--- config.mk ---
export PLATFORM = sky130hd
export DESIGN_NAME = gregorian_date_difference_core_flat
export DESIGN_NICKNAME = d
export VERILOG_FILES = /design/src/sv/gdd_pkg.sv /design/src/sv/gdd_if.sv /design/src/sv/gregorian_date_difference_core.sv /design/src/flat_wrapper.sv
export SDC_FILE = /design/constraint.sdc
export NUM_CORES = 1
export LEC_CHECK = 0
export ABC_CLOCK_PERIOD_IN_PS = 5900
export BUFFER_PORTS_ARGS = -buffer_cell sky130_fd_sc_hd__buf_2
export CAP_MARGIN = 40
export CORE_ASPECT_RATIO = 0.6
export CORE_MARGIN = 4
export CORE_UTILIZATION = 35
export CTS_BUF_LIST = sky130_fd_sc_hd__clkbuf_8
export CTS_CLUSTER_DIAMETER = 100
export DETAILED_ROUTE_END_ITERATION = 6
export GPL_ROUTABILITY_DRIVEN = 0
export PLACE_DENSITY = 0.59
export SETUP_SLACK_MARGIN = 0.2
export SYNTH_ARGS = -nofsm -noshare
export SYNTH_HDL_FRONTEND = slang
export SYNTH_SLANG_ARGS = --single-unit
--- constraint.sdc ---
create_clock -name clk -period 5.9 [get_ports clk]
set_input_delay 0.885 -clock clk [delete_from_list [all_inputs] [get_ports clk]]
set_output_delay 0.885 -clock clk [all_outputs]
set_load 0.02 [all_outputs]
--- src/sv/gdd_pkg.sv ---
`timescale 1ns / 1ps

package gdd_pkg;

  // Field widths of the date and result items.
  localparam int unsigned DAY_W   = 5;
  localparam int unsigned MON_W   = 4;
  localparam int unsigned YEAR_W  = 14;
  localparam int unsigned STAT_W  = 3;
  localparam int unsigned DAYS_W  = 22;
  // Day-of-year values fit in 9 bits; the sum of year lengths fits in 23.
  localparam int unsigned DOY_W   = 9;
  localparam int unsigned ACC_W   = 23;
  // Position within the 400-year Gregorian cycle.
  localparam int unsigned CYC_W   = 9;

  localparam logic [CYC_W-1:0]  CYCLE_YEARS = CYC_W'(400);
  localparam logic [CYC_W-1:0]  CYCLE_LAST  = CYC_W'(399);
  localparam logic [CYC_W-1:0]  CENT_1      = CYC_W'(100);
  localparam logic [CYC_W-1:0]  CENT_2      = CYC_W'(200);
  localparam logic [CYC_W-1:0]  CENT_3      = CYC_W'(300);
  localparam logic [ACC_W-1:0]  DAYS_LEAP   = ACC_W'(366);
  localparam logic [ACC_W-1:0]  DAYS_COMMON = ACC_W'(365);
  localparam logic [ACC_W-1:0]  DAYS_MAX    = ACC_W'(4194303);
  localparam logic [MON_W-1:0]  MON_FEB     = MON_W'(2);
  localparam logic [MON_W-1:0]  MON_DEC     = MON_W'(12);

  // Result status codes.
  typedef enum logic [STAT_W-1:0] {
    ST_OK        = 3'd0,
    ST_YEAR      = 3'd1,
    ST_MONTH     = 3'd2,
    ST_START_DAY = 3'd3,
    ST_END_DAY   = 3'd4
  } status_t;

  // Sequencer states.
  typedef enum logic [2:0] {
    S_IDLE,
    S_REDUCE,
    S_LOOP,
    S_ADD_END,
    S_SUB_START,
    S_EMIT
  } state_t;

  // Leap test on a year already reduced into the 400-year cycle.
  function automatic logic is_leap(input logic [CYC_W-1:0] pos);
    logic century;
    century = (pos == CENT_1) || (pos == CENT_2) || (pos == CENT_3);
    return (pos[1:0] == 2'b00) && !century;
  endfunction

  // Length of a month (1 to 12) in a common or leap year.
  function automatic logic [DAY_W-1:0] month_days(input logic [MON_W-1:0] mon,
                                                  input logic leap);
    logic [DAY_W-1:0] len;
    case (mon)
      4'd2:                       len = leap ? 5'd29 : 5'd28;
      4'd4, 4'd6, 4'd9, 4'd11:    len = 5'd30;
      default:                    len = 5'd31;
    endcase
    return len;
  endfunction

  // Days in a common year before the first of the given month.
  function automatic logic [DOY_W-1:0] days_before(input logic [MON_W-1:0] mon);
    logic [DOY_W-1:0] cum;
    case (mon)
      4'd2:    cum = 9'd31;
      4'd3:    cum = 9'd59;
      4'd4:    cum = 9'd90;
      4'd5:    cum = 9'd120;
      4'd6:    cum = 9'd151;
      4'd7:    cum = 9'd181;
      4'd8:    cum = 9'd212;
      4'd9:    cum = 9'd243;
      4'd10:   cum = 9'd273;
      4'd11:   cum = 9'd304;
      4'd12:   cum = 9'd334;
      default: cum = 9'd0;
    endcase
    return cum;
  endfunction

  // Day of the year for a checked date.
  function automatic logic [DOY_W-1:0] day_of_year(input logic [DAY_W-1:0] day,
                                                   input logic [MON_W-1:0] mon,
                                                   input logic leap);
    logic extra;
    extra = leap && (mon > MON_FEB);
    return days_before(mon) + DOY_W'(day) + DOY_W'(extra);
  endfunction

  // A day is valid when it lies between one and the month's length.
  function automatic logic day_valid(input logic [DAY_W-1:0] day,
                                     input logic [MON_W-1:0] mon,
                                     input logic leap);
    return (day != '0) && (day <= month_days(mon, leap));
  endfunction

endpackage

--- src/sv/gdd_if.sv ---
`timescale 1ns / 1ps

// Channel carrying a pair of dates.
interface gdd_in_if;
  import gdd_pkg::*;

  logic              valid;
  logic              ready;
  logic [DAY_W-1:0]  start_day;
  logic [MON_W-1:0]  start_month;
  logic [YEAR_W-1:0] start_year;
  logic [DAY_W-1:0]  end_day;
  logic [MON_W-1:0]  end_month;
  logic [YEAR_W-1:0] end_year;

  modport source (output valid, start_day, start_month, start_year,
                  end_day, end_month, end_year, input ready);
  modport sink   (input valid, start_day, start_month, start_year,
                  end_day, end_month, end_year, output ready);
endinterface

// Channel carrying the status and day count.
interface gdd_out_if;
  import gdd_pkg::*;

  logic              valid;
  logic              ready;
  logic [STAT_W-1:0] status;
  logic [DAYS_W-1:0] total_days;

  modport source (output valid, status, total_days, input ready);
  modport sink   (input valid, status, total_days, output ready);
endinterface

--- src/sv/gregorian_date_difference_core.sv ---
`timescale 1ns / 1ps

// Channel  Direction  Payload
// in_ch    sink       start_day, start_month, start_year, end_day, end_month, end_year
// out_ch   source     status, total_days
//
// An item with a bad year order or a bad month goes from idle straight to the emit state.
// Otherwise one shared adder first reduces the start year into the 400-year cycle, then adds
// one year length per cycle, then adds the end day-of-year offset and subtracts the start one.
// Reset (rst_n, synchronous, active low) empties the sequencer and the result register.
// A result waits in the output register; the next item is taken while it waits.

module gregorian_date_difference_core #(
  parameter int unsigned MAX_YEAR = 9999
) (
  input  logic       clk,
  input  logic       rst_n,
  gdd_in_if.sink     in_ch,
  gdd_out_if.source  out_ch
);
  import gdd_pkg::*;

  state_t            state_r, state_nxt;

  logic [DAY_W-1:0]  sd_r, ed_r;
  logic [MON_W-1:0]  sm_r, em_r;
  logic [YEAR_W-1:0] yr_r, ey_r;
  logic [YEAR_W-1:0] pos_r;
  logic              leap_s_r;
  logic [ACC_W-1:0]  acc_r;
  status_t           status_r;

  logic              out_valid_r;
  status_t           out_status_r;
  logic [DAYS_W-1:0] out_days_r;

  logic              in_fire;
  logic              out_free;
  logic              year_bad;
  logic              month_bad;
  logic              pos_done;
  logic              leap_cur;
  logic              start_ok;
  logic              end_ok;
  logic              years_done;

  logic [ACC_W-1:0]  add_a, add_b, add_sum;
  logic              add_cin;

  logic [DAY_W-1:0]  sd_nxt, ed_nxt;
  logic [MON_W-1:0]  sm_nxt, em_nxt;
  logic [YEAR_W-1:0] yr_nxt, ey_nxt, pos_nxt;
  logic              leap_s_nxt;
  logic [ACC_W-1:0]  acc_nxt;
  status_t           status_nxt;
  logic              out_valid_nxt;
  status_t           out_status_nxt;
  logic [DAYS_W-1:0] out_days_nxt;

  // Handshake and item checks.
  assign in_ch.ready = (state_r == S_IDLE);
  assign in_fire     = in_ch.valid && in_ch.ready;
  assign out_free    = !out_valid_r || out_ch.ready;

  assign year_bad  = !(in_ch.start_year < in_ch.end_year) ||
                     (32'(in_ch.end_year) > MAX_YEAR);
  assign month_bad = (in_ch.start_month == '0) || (in_ch.start_month > MON_DEC) ||
                     (in_ch.end_month == '0) || (in_ch.end_month > MON_DEC);

  // The cycle position is valid once it drops below 400.
  assign pos_done   = (pos_r < YEAR_W'(CYCLE_YEARS));
  assign leap_cur   = is_leap(pos_r[CYC_W-1:0]);
  assign start_ok   = day_valid(sd_r, sm_r, leap_cur);
  assign end_ok     = day_valid(ed_r, em_r, leap_cur);
  assign years_done = (yr_r == ey_r);

  // Shared adder: cycle reduction, year lengths and day-of-year offsets.
  always_comb begin
    add_a   = '0;
    add_b   = '0;
    add_cin = 1'b0;
    unique case (state_r)
      S_REDUCE: begin
        add_a   = ACC_W'(pos_r);
        add_b   = ~ACC_W'(CYCLE_YEARS);
        add_cin = 1'b1;
      end
      S_LOOP: begin
        add_a = acc_r;
        add_b = leap_cur ? DAYS_LEAP : DAYS_COMMON;
      end
      S_ADD_END: begin
        add_a = acc_r;
        add_b = ACC_W'(day_of_year(ed_r, em_r, leap_cur));
      end
      S_SUB_START: begin
        add_a   = acc_r;
        add_b   = ~ACC_W'(day_of_year(sd_r, sm_r, leap_s_r));
        add_cin = 1'b1;
      end
      default: begin
        add_a   = '0;
      end
    endcase
  end

  assign add_sum = add_a + add_b + ACC_W'(add_cin);

  // Next state.
  always_comb begin
    state_nxt = state_r;
    unique case (state_r)
      S_IDLE: begin
        if (in_fire) begin
          state_nxt = (year_bad || month_bad) ? S_EMIT : S_REDUCE;
        end
      end
      S_REDUCE: begin
        if (pos_done) begin
          state_nxt = start_ok ? S_LOOP : S_EMIT;
        end
      end
      S_LOOP: begin
        if (years_done) begin
          state_nxt = end_ok ? S_ADD_END : S_EMIT;
        end
      end
      S_ADD_END:   state_nxt = S_SUB_START;
      S_SUB_START: state_nxt = S_EMIT;
      S_EMIT: begin
        if (out_free) begin
          state_nxt = S_IDLE;
        end
      end
      default:     state_nxt = S_IDLE;
    endcase
  end

  // Datapath and result register updates.
  always_comb begin
    sd_nxt         = sd_r;
    sm_nxt         = sm_r;
    ed_nxt         = ed_r;
    em_nxt         = em_r;
    yr_nxt         = yr_r;
    ey_nxt         = ey_r;
    pos_nxt        = pos_r;
    leap_s_nxt     = leap_s_r;
    acc_nxt        = acc_r;
    status_nxt     = status_r;
    out_valid_nxt  = out_valid_r && !out_ch.ready;
    out_status_nxt = out_status_r;
    out_days_nxt   = out_days_r;
    unique case (state_r)
      S_IDLE: begin
        if (in_fire) begin
          sd_nxt  = in_ch.start_day;
          sm_nxt  = in_ch.start_month;
          ed_nxt  = in_ch.end_day;
          em_nxt  = in_ch.end_month;
          yr_nxt  = in_ch.start_year;
          ey_nxt  = in_ch.end_year;
          pos_nxt = in_ch.start_year;
          acc_nxt = '0;
          if (year_bad) begin
            status_nxt = ST_YEAR;
          end else if (month_bad) begin
            status_nxt = ST_MONTH;
          end else begin
            status_nxt = ST_OK;
          end
        end
      end
      S_REDUCE: begin
        if (pos_done) begin
          leap_s_nxt = leap_cur;
          if (!start_ok) begin
            status_nxt = ST_START_DAY;
          end
        end else begin
          pos_nxt = add_sum[YEAR_W-1:0];
        end
      end
      S_LOOP: begin
        if (years_done) begin
          if (!end_ok) begin
            status_nxt = ST_END_DAY;
            acc_nxt    = '0;
          end
        end else begin
          acc_nxt = add_sum;
          yr_nxt  = yr_r + YEAR_W'(1);
          pos_nxt = (pos_r[CYC_W-1:0] == CYCLE_LAST) ? '0 : pos_r + YEAR_W'(1);
        end
      end
      S_ADD_END,
      S_SUB_START: begin
        acc_nxt = add_sum;
      end
      S_EMIT: begin
        if (out_free) begin
          out_valid_nxt  = 1'b1;
          out_status_nxt = status_r;
          out_days_nxt   = (acc_r > DAYS_MAX) ? DAYS_MAX[DAYS_W-1:0] : acc_r[DAYS_W-1:0];
        end
      end
      default: begin
        acc_nxt = acc_r;
      end
    endcase
  end

  // Control registers.
  always_ff @(posedge clk) begin
    if (!rst_n) begin
      state_r     <= S_IDLE;
      out_valid_r <= 1'b0;
    end else begin
      state_r     <= state_nxt;
      out_valid_r <= out_valid_nxt;
    end
  end

  // Payload registers.
  always_ff @(posedge clk) begin
    sd_r         <= sd_nxt;
    sm_r         <= sm_nxt;
    ed_r         <= ed_nxt;
    em_r         <= em_nxt;
    yr_r         <= yr_nxt;
    ey_r         <= ey_nxt;
    pos_r        <= pos_nxt;
    leap_s_r     <= leap_s_nxt;
    acc_r        <= acc_nxt;
    status_r     <= status_nxt;
    out_status_r <= out_status_nxt;
    out_days_r   <= out_days_nxt;
  end

  assign out_ch.valid      = out_valid_r;
  assign out_ch.status     = out_status_r;
  assign out_ch.total_days = out_days_r;

endmodule
--- src/flat_wrapper.sv ---
// flat-port wrapper written by rule: the top's interface ports become plain ports
module gregorian_date_difference_core_flat import gdd_pkg::*;
#(
  parameter int unsigned MAX_YEAR = 9999
)
  (clk, rst_n, in_ch_valid, in_ch_start_day, in_ch_start_month, in_ch_start_year, in_ch_end_day, in_ch_end_month, in_ch_end_year, in_ch_ready, out_ch_valid, out_ch_status, out_ch_total_days, out_ch_ready);
  gdd_in_if in_ch_i ();
  gdd_out_if out_ch_i ();
  input  logic clk;
  input  logic rst_n;
  input wire logic [$bits(in_ch_i.valid)-1:0] in_ch_valid;
  input wire logic [$bits(in_ch_i.start_day)-1:0] in_ch_start_day;
  input wire logic [$bits(in_ch_i.start_month)-1:0] in_ch_start_month;
  input wire logic [$bits(in_ch_i.start_year)-1:0] in_ch_start_year;
  input wire logic [$bits(in_ch_i.end_day)-1:0] in_ch_end_day;
  input wire logic [$bits(in_ch_i.end_month)-1:0] in_ch_end_month;
  input wire logic [$bits(in_ch_i.end_year)-1:0] in_ch_end_year;
  output wire logic [$bits(in_ch_i.ready)-1:0] in_ch_ready;
  output wire logic [$bits(out_ch_i.valid)-1:0] out_ch_valid;
  output wire logic [$bits(out_ch_i.status)-1:0] out_ch_status;
  output wire logic [$bits(out_ch_i.total_days)-1:0] out_ch_total_days;
  input wire logic [$bits(out_ch_i.ready)-1:0] out_ch_ready;
  assign in_ch_i.valid = in_ch_valid;
  assign in_ch_i.start_day = in_ch_start_day;
  assign in_ch_i.start_month = in_ch_start_month;
  assign in_ch_i.start_year = in_ch_start_year;
  assign in_ch_i.end_day = in_ch_end_day;
  assign in_ch_i.end_month = in_ch_end_month;
  assign in_ch_i.end_year = in_ch_end_year;
  assign in_ch_ready = in_ch_i.ready;
  assign out_ch_valid = out_ch_i.valid;
  assign out_ch_status = out_ch_i.status;
  assign out_ch_total_days = out_ch_i.total_days;
  assign out_ch_i.ready = out_ch_ready;
  gregorian_date_difference_core #(.MAX_YEAR(MAX_YEAR)) u_core (.clk(clk), .rst_n(rst_n), .in_ch(in_ch_i), .out_ch(out_ch_i));
endmodule
Yosys cells after proc, flatten, opt, wreduce, memory -nomap -nowiden
Memory sizes are Yosys's and may differ from the RTL's. A register that Yosys moved wholly into a read port is not among the register bits.
Cells that the tools add are included.
{"block": "op_classes", "addsub": 8, "magnitude_cmp": 10, "eq_ne": 29, "muxes": 40, "bitwise_logic": 1, "n_reduce_logical": 41}
{"op": "$pmux W23 S4", "count": 1}
{"op": "$mux W14", "count": 5}
{"op": "$mux W23", "count": 3}
{"op": "$pmux W23 S3", "count": 1}
{"op": "$pmux W23 S2", "count": 1}
{"op": "$pmux W14 S3", "count": 1}
{"op": "$mux W3", "count": 13}
{"op": "$add A14 B1 Y14 const B", "count": 2}
{"op": "$pmux W14 S2", "count": 1}
{"op": "$add A23 B1 Y23", "count": 1}
{"op": "$add A23 B23 Y23", "count": 1}
{"op": "$gt A23 B22 Y1 const B", "count": 1}
{"op": "$not A9 Y23", "count": 1}
{"op": "$pmux W5 S2", "count": 2}
{"op": "$add A9 B1 Y9", "count": 2}
{"op": "$add A9 B5 Y9", "count": 2}
{"op": "$eq A9 B9 Y1 const B", "count": 2}
{"op": "$mux W9", "count": 2}
{"op": "$pmux W3 S6", "count": 1}
{"op": "$eq A4 B3 Y1 const B", "count": 4}
{"op": "$eq A4 B4 Y1 const B", "count": 4}
{"op": "$eq A14 B14 Y1", "count": 1}
{"op": "$gt A14 B14 Y1 const B", "count": 1}
{"op": "$lt A14 B14 Y1", "count": 1}
{"op": "other kinds (33)", "count": 75}
{"block": "totals", "ff_bits": 116, "mem_bits_ro": 288, "input_bits": 50, "output_inout_bits": 27, "elab_cells": 145, "memories": 2}
{"memory": "(no name shown)", "words": 16, "word_bits": 9, "rd": 1, "rd_ports_with_merged_regs": 1, "wr": 0, "line": "gdd_pkg.sv:69", "rtl": "case (mon)"}
{"memory": "(no name shown)", "words": 16, "word_bits": 9, "rd": 1, "rd_ports_with_merged_regs": 1, "wr": 0, "line": "gdd_pkg.sv:69"}

Depth between registers and ports, before layout
{"block": "logic_depth", "depth_word": 12, "mapped_depth": 22, "ltp_nobuf": 21}

Worst setup path before layout
No wires, ideal clock.
{"block": "synth_path", "kind": "reg-to-reg", "startpoint": "register u_core.pos_r[3]", "endpoint": "register u_core.acc_r[21] (data pin)", "setup_ns": 0.260, "arrival_time_ns": 4.440, "required_ns": 5.640, "setup_slack_ns": 1.200, "path_stages_with_launch": 22, "path_buffers": 1, "period_less_slack_ns": 4.700, "cell_sequence": "edfxtp_1 -> clkbuf_1 -> nand2b_1 -> o22ai_1 -> a22oi_1 -> o21ai_1 -> inv_1 -> nand2_1 -> fa_1 -> fa_1 -> nor2b_1 -> o21ai_0 -> a21boi_0 -> o21ai_0 -> mux2i_1 -> o2bb2ai_1 -> ha_1 -> a211o_1 -> o21ai_0 -> o2111ai_1 -> a31oi_1 -> mux2_2"}
{"block": "synth_between", "elab_chain_len": 12, "elab_cells_between_ends": 16, "cone_classes": "3 x add/sub; 3 x eq/ne; 5 x mux; 5 x reduce/logical"}
{"element": "start: declaration", "line": "gregorian_date_difference_core.sv:28", "rtl": "logic [YEAR_W-1:0] pos_r;"}
{"element": "start signal: assignment", "line": "gregorian_date_difference_core.sv:232", "rtl": "pos_r <= pos_nxt;"}
{"element": "$eq A9 B7 Y1 or $eq A9 B8 Y1 (tied branches)", "line": "gdd_pkg.sv:50", "rtl": "century = (pos == CENT_1) || (pos == CENT_2) || (pos == CENT_3);"}
{"element": "$logic_or A1 B1 Y1", "line": "gdd_pkg.sv:50"}
{"element": "$logic_or A1 B1 Y1 (*)", "line": "gdd_pkg.sv:50"}
{"element": "$logic_not A1 Y1 (*)", "line": "gdd_pkg.sv:51", "rtl": "return (pos[1:0] == 2'b00) && !century;"}
{"element": "$logic_and A1 B1 Y1 (*)", "line": "gdd_pkg.sv:51"}
{"element": "named net u_core.leap_cur", "line": "gregorian_date_difference_core.sv:42", "rtl": "logic leap_cur;"}
{"element": "$logic_and A1 B1 Y1", "line": "gdd_pkg.sv:91", "rtl": "extra = leap && (mon > MON_FEB);"}
{"element": "$add A9 B1 Y9", "line": "gdd_pkg.sv:92", "rtl": "return days_before(mon) + DOY_W'(day) + DOY_W'(extra);"}
{"element": "$pmux W23 S4 (*)", "line": "gregorian_date_difference_core.sv:82", "rtl": "unique case (state_r)"}
{"element": "$add A23 B23 Y23 (*)", "line": "gregorian_date_difference_core.sv:107", "rtl": "assign add_sum = add_a + add_b + ACC_W'(add_cin);"}
{"element": "$add A23 B1 Y23 (*)", "line": "gregorian_date_difference_core.sv:107"}
{"element": "$mux W23", "line": "gregorian_date_difference_core.sv:185", "rtl": "if (years_done) begin"}
{"element": "$pmux W23 S3 (*)", "line": "gregorian_date_difference_core.sv:154", "rtl": "unique case (state_r)"}
{"element": "named net u_core.acc_nxt[21]", "line": "gregorian_date_difference_core.sv:54", "rtl": "logic [ACC_W-1:0] acc_nxt;"}
{"element": "end signal: assignment", "line": "gregorian_date_difference_core.sv:234", "rtl": "acc_r <= acc_nxt;"}
{"element": "end: declaration", "line": "gregorian_date_difference_core.sv:30", "rtl": "logic [ACC_W-1:0] acc_r;"}
The timed path passes the listed nets; every way through them passes the cells marked *.
A chain may end at the register's enable or synchronous reset.

Worst setup path in the final report
{"block": "layout_path", "startpoint": "register u_core.pos_r[6]", "endpoint": "register u_core.acc_r[21] (data pin)"}
Same word-level chain as after synthesis.

==> results.cfg <==
[timing]
drv_slew = 0
worst_pin_slew_ps = 919
finalSetupViolations = 0
clock_skew_ps = 19.0
relSlewSlack_pct = 38.2
max_clock_freq_mhz = 188
setup_ws_ps = 583
finalHoldViolCount = 0
period_share_pct = 90.1
fin_crit_ps = 5320
rsz0062_at_grt = false
final.setup.tns_ps = 0

[worst_setup_path]
arrival_ps = 5570
cp_max_fo = 7
crit_path_end_kind = flip-flop
required_ps = 6160
rr_endpoint = u_core.acc_r[21]
cp-start-kind = flip-flop
timing.rr.start = u_core.pos_r[6]
path_class = flip-flop to flip-flop
reg2reg_slack_ps = 580
worst_r2r_path_depth = 20

[floorplanning]
io_pins = 77
die_area_mm2 = 0.0279
die_x_um = 213
row_count = 44
coreArea_mm2 = 0.0245
start_util_pct = 36.0
die_h_um = 131

[hold_path]
min_path_type = flip-flop to flip-flop
hold_end = u_core.out_ch.status[1]
hold_path_depth = 0
hp-start = u_core.status_r[1]

[yosys]
syn_nets = 1009
synth.most_common_cell = edfxtp_1
synth_top_cell_by_area = edfxtp_1
ys_seq_area_share_pct = 43.1
synth-edff-count = 112
yosysWarnings = 0
postSynthAreaPerCell_um2 = 9.94
yosysTopAreaCellShare_pct = 38.1
ys.flop_type = edfxtp_1
ys_async_sr_fraction_pct = 0
synthTopCellsByCount = edfxtp_1 (112), nand2_1 (84), ha_1 (65), o21ai_0 (63), nor2_1 (56)
syn_area_mm2 = 0.00883
synthCells = 888
yosysUniqueCellTypes = 75
ys_ff_latch = 134
synth_area_leaders = edfxtp_1 (38%), ha_1 (9.2%), dfxtp_1 (5.0%), xnor2_1 (4.1%), o21ai_0 (3.6%)

[pwr]
power_density_mw_per_mm2 = 582
ir_drop_mv = 0.247
total_power_uw = 5860
leakagePower_uw = 0.00406

[detailed_routing]
vias_per_cell = 5.33
first_iter_violations = 643
wirelength_um = 23100
dr_total_vias = 6924
ant_nets = 0
drc = 0
wl_per_cell_um = 17.8
first_pass_iters = 5

[clock_network]
cts.repair.resized = 0
cts_setup_buffers = 0
insertion_delay_ps = 490
htree_num_levels = 4
cts_tree = done
cts_root_buffer = clkbuf_8
clk_pin_slew_ps = 90
cts_buffers = 17
clock-sinks = 134
hold_buffers = 0
clockBufferDepth = 2

[job]
maxCapViolCount = 0

[placement]
io_buffers = 76
post-place-cells = 1264
dp_hpwl_um = 17300
pre_cts_slack_ps = 500

[final_layout]
num-nets-final = 1083
drive_gt1_share_pct = 17.8
instances_no_fill = 1298
final_util_pct = 41.1
syn_to_final_growth_pct = 14.1

[global_routing]
grt_pass1_wl_um = 36400
antenna_found_initial = 0
overflow = 0
first_global_vias = 6457
grt_usage_pct = 17.1
grt_max_degree = 45

[outcome]
status = complete, no violations
[metal layers]
metal,vias to the layer above,track usage [%],share of wire (%),wire (µm)
met5,-,0,0,0
met4,0,3.75,0.91,211
met3,19,4.68,7.2,1670
met2,198,22.8,39,8970
met1,3282,27.0,53,12200
li1,3425,-,-,-
[where the power goes]
group	total, µW	internal, µW	switching, µW
clock	995	591	404
combinational	2950	1150	1800
sequential	1910	1560	353
[stage by stage]
| stage | hold WS (ps) | instance area [µm²] |
|---|---|---|
| 2_1_floorplan | 400 | 8830 |
| 3_3_place_gp | 407 | 9560 |
| 3_5_place_dp | 415 | 9560 |
| 4_1_cts | 439 | 10100 |
| 5_1_grt | 457 | 10100 |
| 6_report | 438 | 10100 |
[placed cells by master, fill, tap and decap left out, types with 22 or more instances in the layout]
master and count:
a21oi_1 45, buf_2 76, dfxtp_1 22, edfxtp_1 112
ha_1 65, inv_1 44, nand2_1 84, nand3_1 26
nor2_1 56, o21ai_0 61, or2_2 25, xnor2_1 41
[how the worst max path moves through the flow]
stage	from	cells past startpoint	endpoint
global placement	u_core.pos_r[6]	20	u_core.acc_r[21]
finish	u_core.pos_r[6]	20	u_core.acc_r[21]
detailed placement	u_core.pos_r[6]	20	u_core.acc_r[21]
floorplan	u_core.pos_r[3]	21	u_core.acc_r[21]
CTS	u_core.pos_r[6]	20	u_core.acc_r[21]
global route	u_core.pos_r[3]	21	u_core.acc_r[20]
[kinds of logic (layout without fill, tap and decap cells)]
group	count (synthesis)	in the layout	synth area share [%]
flops	134	134	43.1
xor+xnor	61	61	6.05
mux	17	17	2.75
other cells	0	1	0
simple gates	296	296	16.9
buf+inv	80	167	3.68
compound gates	229	229	16.9
fa+ha+maj	71	71	10.6
[worst max-delay path, cell delays in order, from the launching register on]
cell and delay [ps]:
edfxtp_1 510, inv_1 130, nor4_1 60, a22oi_1 210, o21ai_1 220, inv_1 160, nand2_1 80, fa_1 400
fa_1 400, nor2b_1 140, o21ai_0 100, a21boi_0 330, o21ai_0 160, mux2i_1 210, o2bb2ai_1 230, ha_1 360
a211o_1 300, o21ai_1 370, o2111ai_1 180, a31oi_1 200, mux2_2 340
[layout make-up]
class / instances / area, µm²
clock inverters: 15 / 272
clock buffers: 17 / 234
diodes: 1 / 2.50
well taps: 322 / 403
flip-flops and latches: 134 / 3800
multi-input cells: 674 / 4710
inverters: 46 / 173
repair buffers: 89 / 478
fillers: 2413 / 14400
Power figures use the tool's default switching activity.
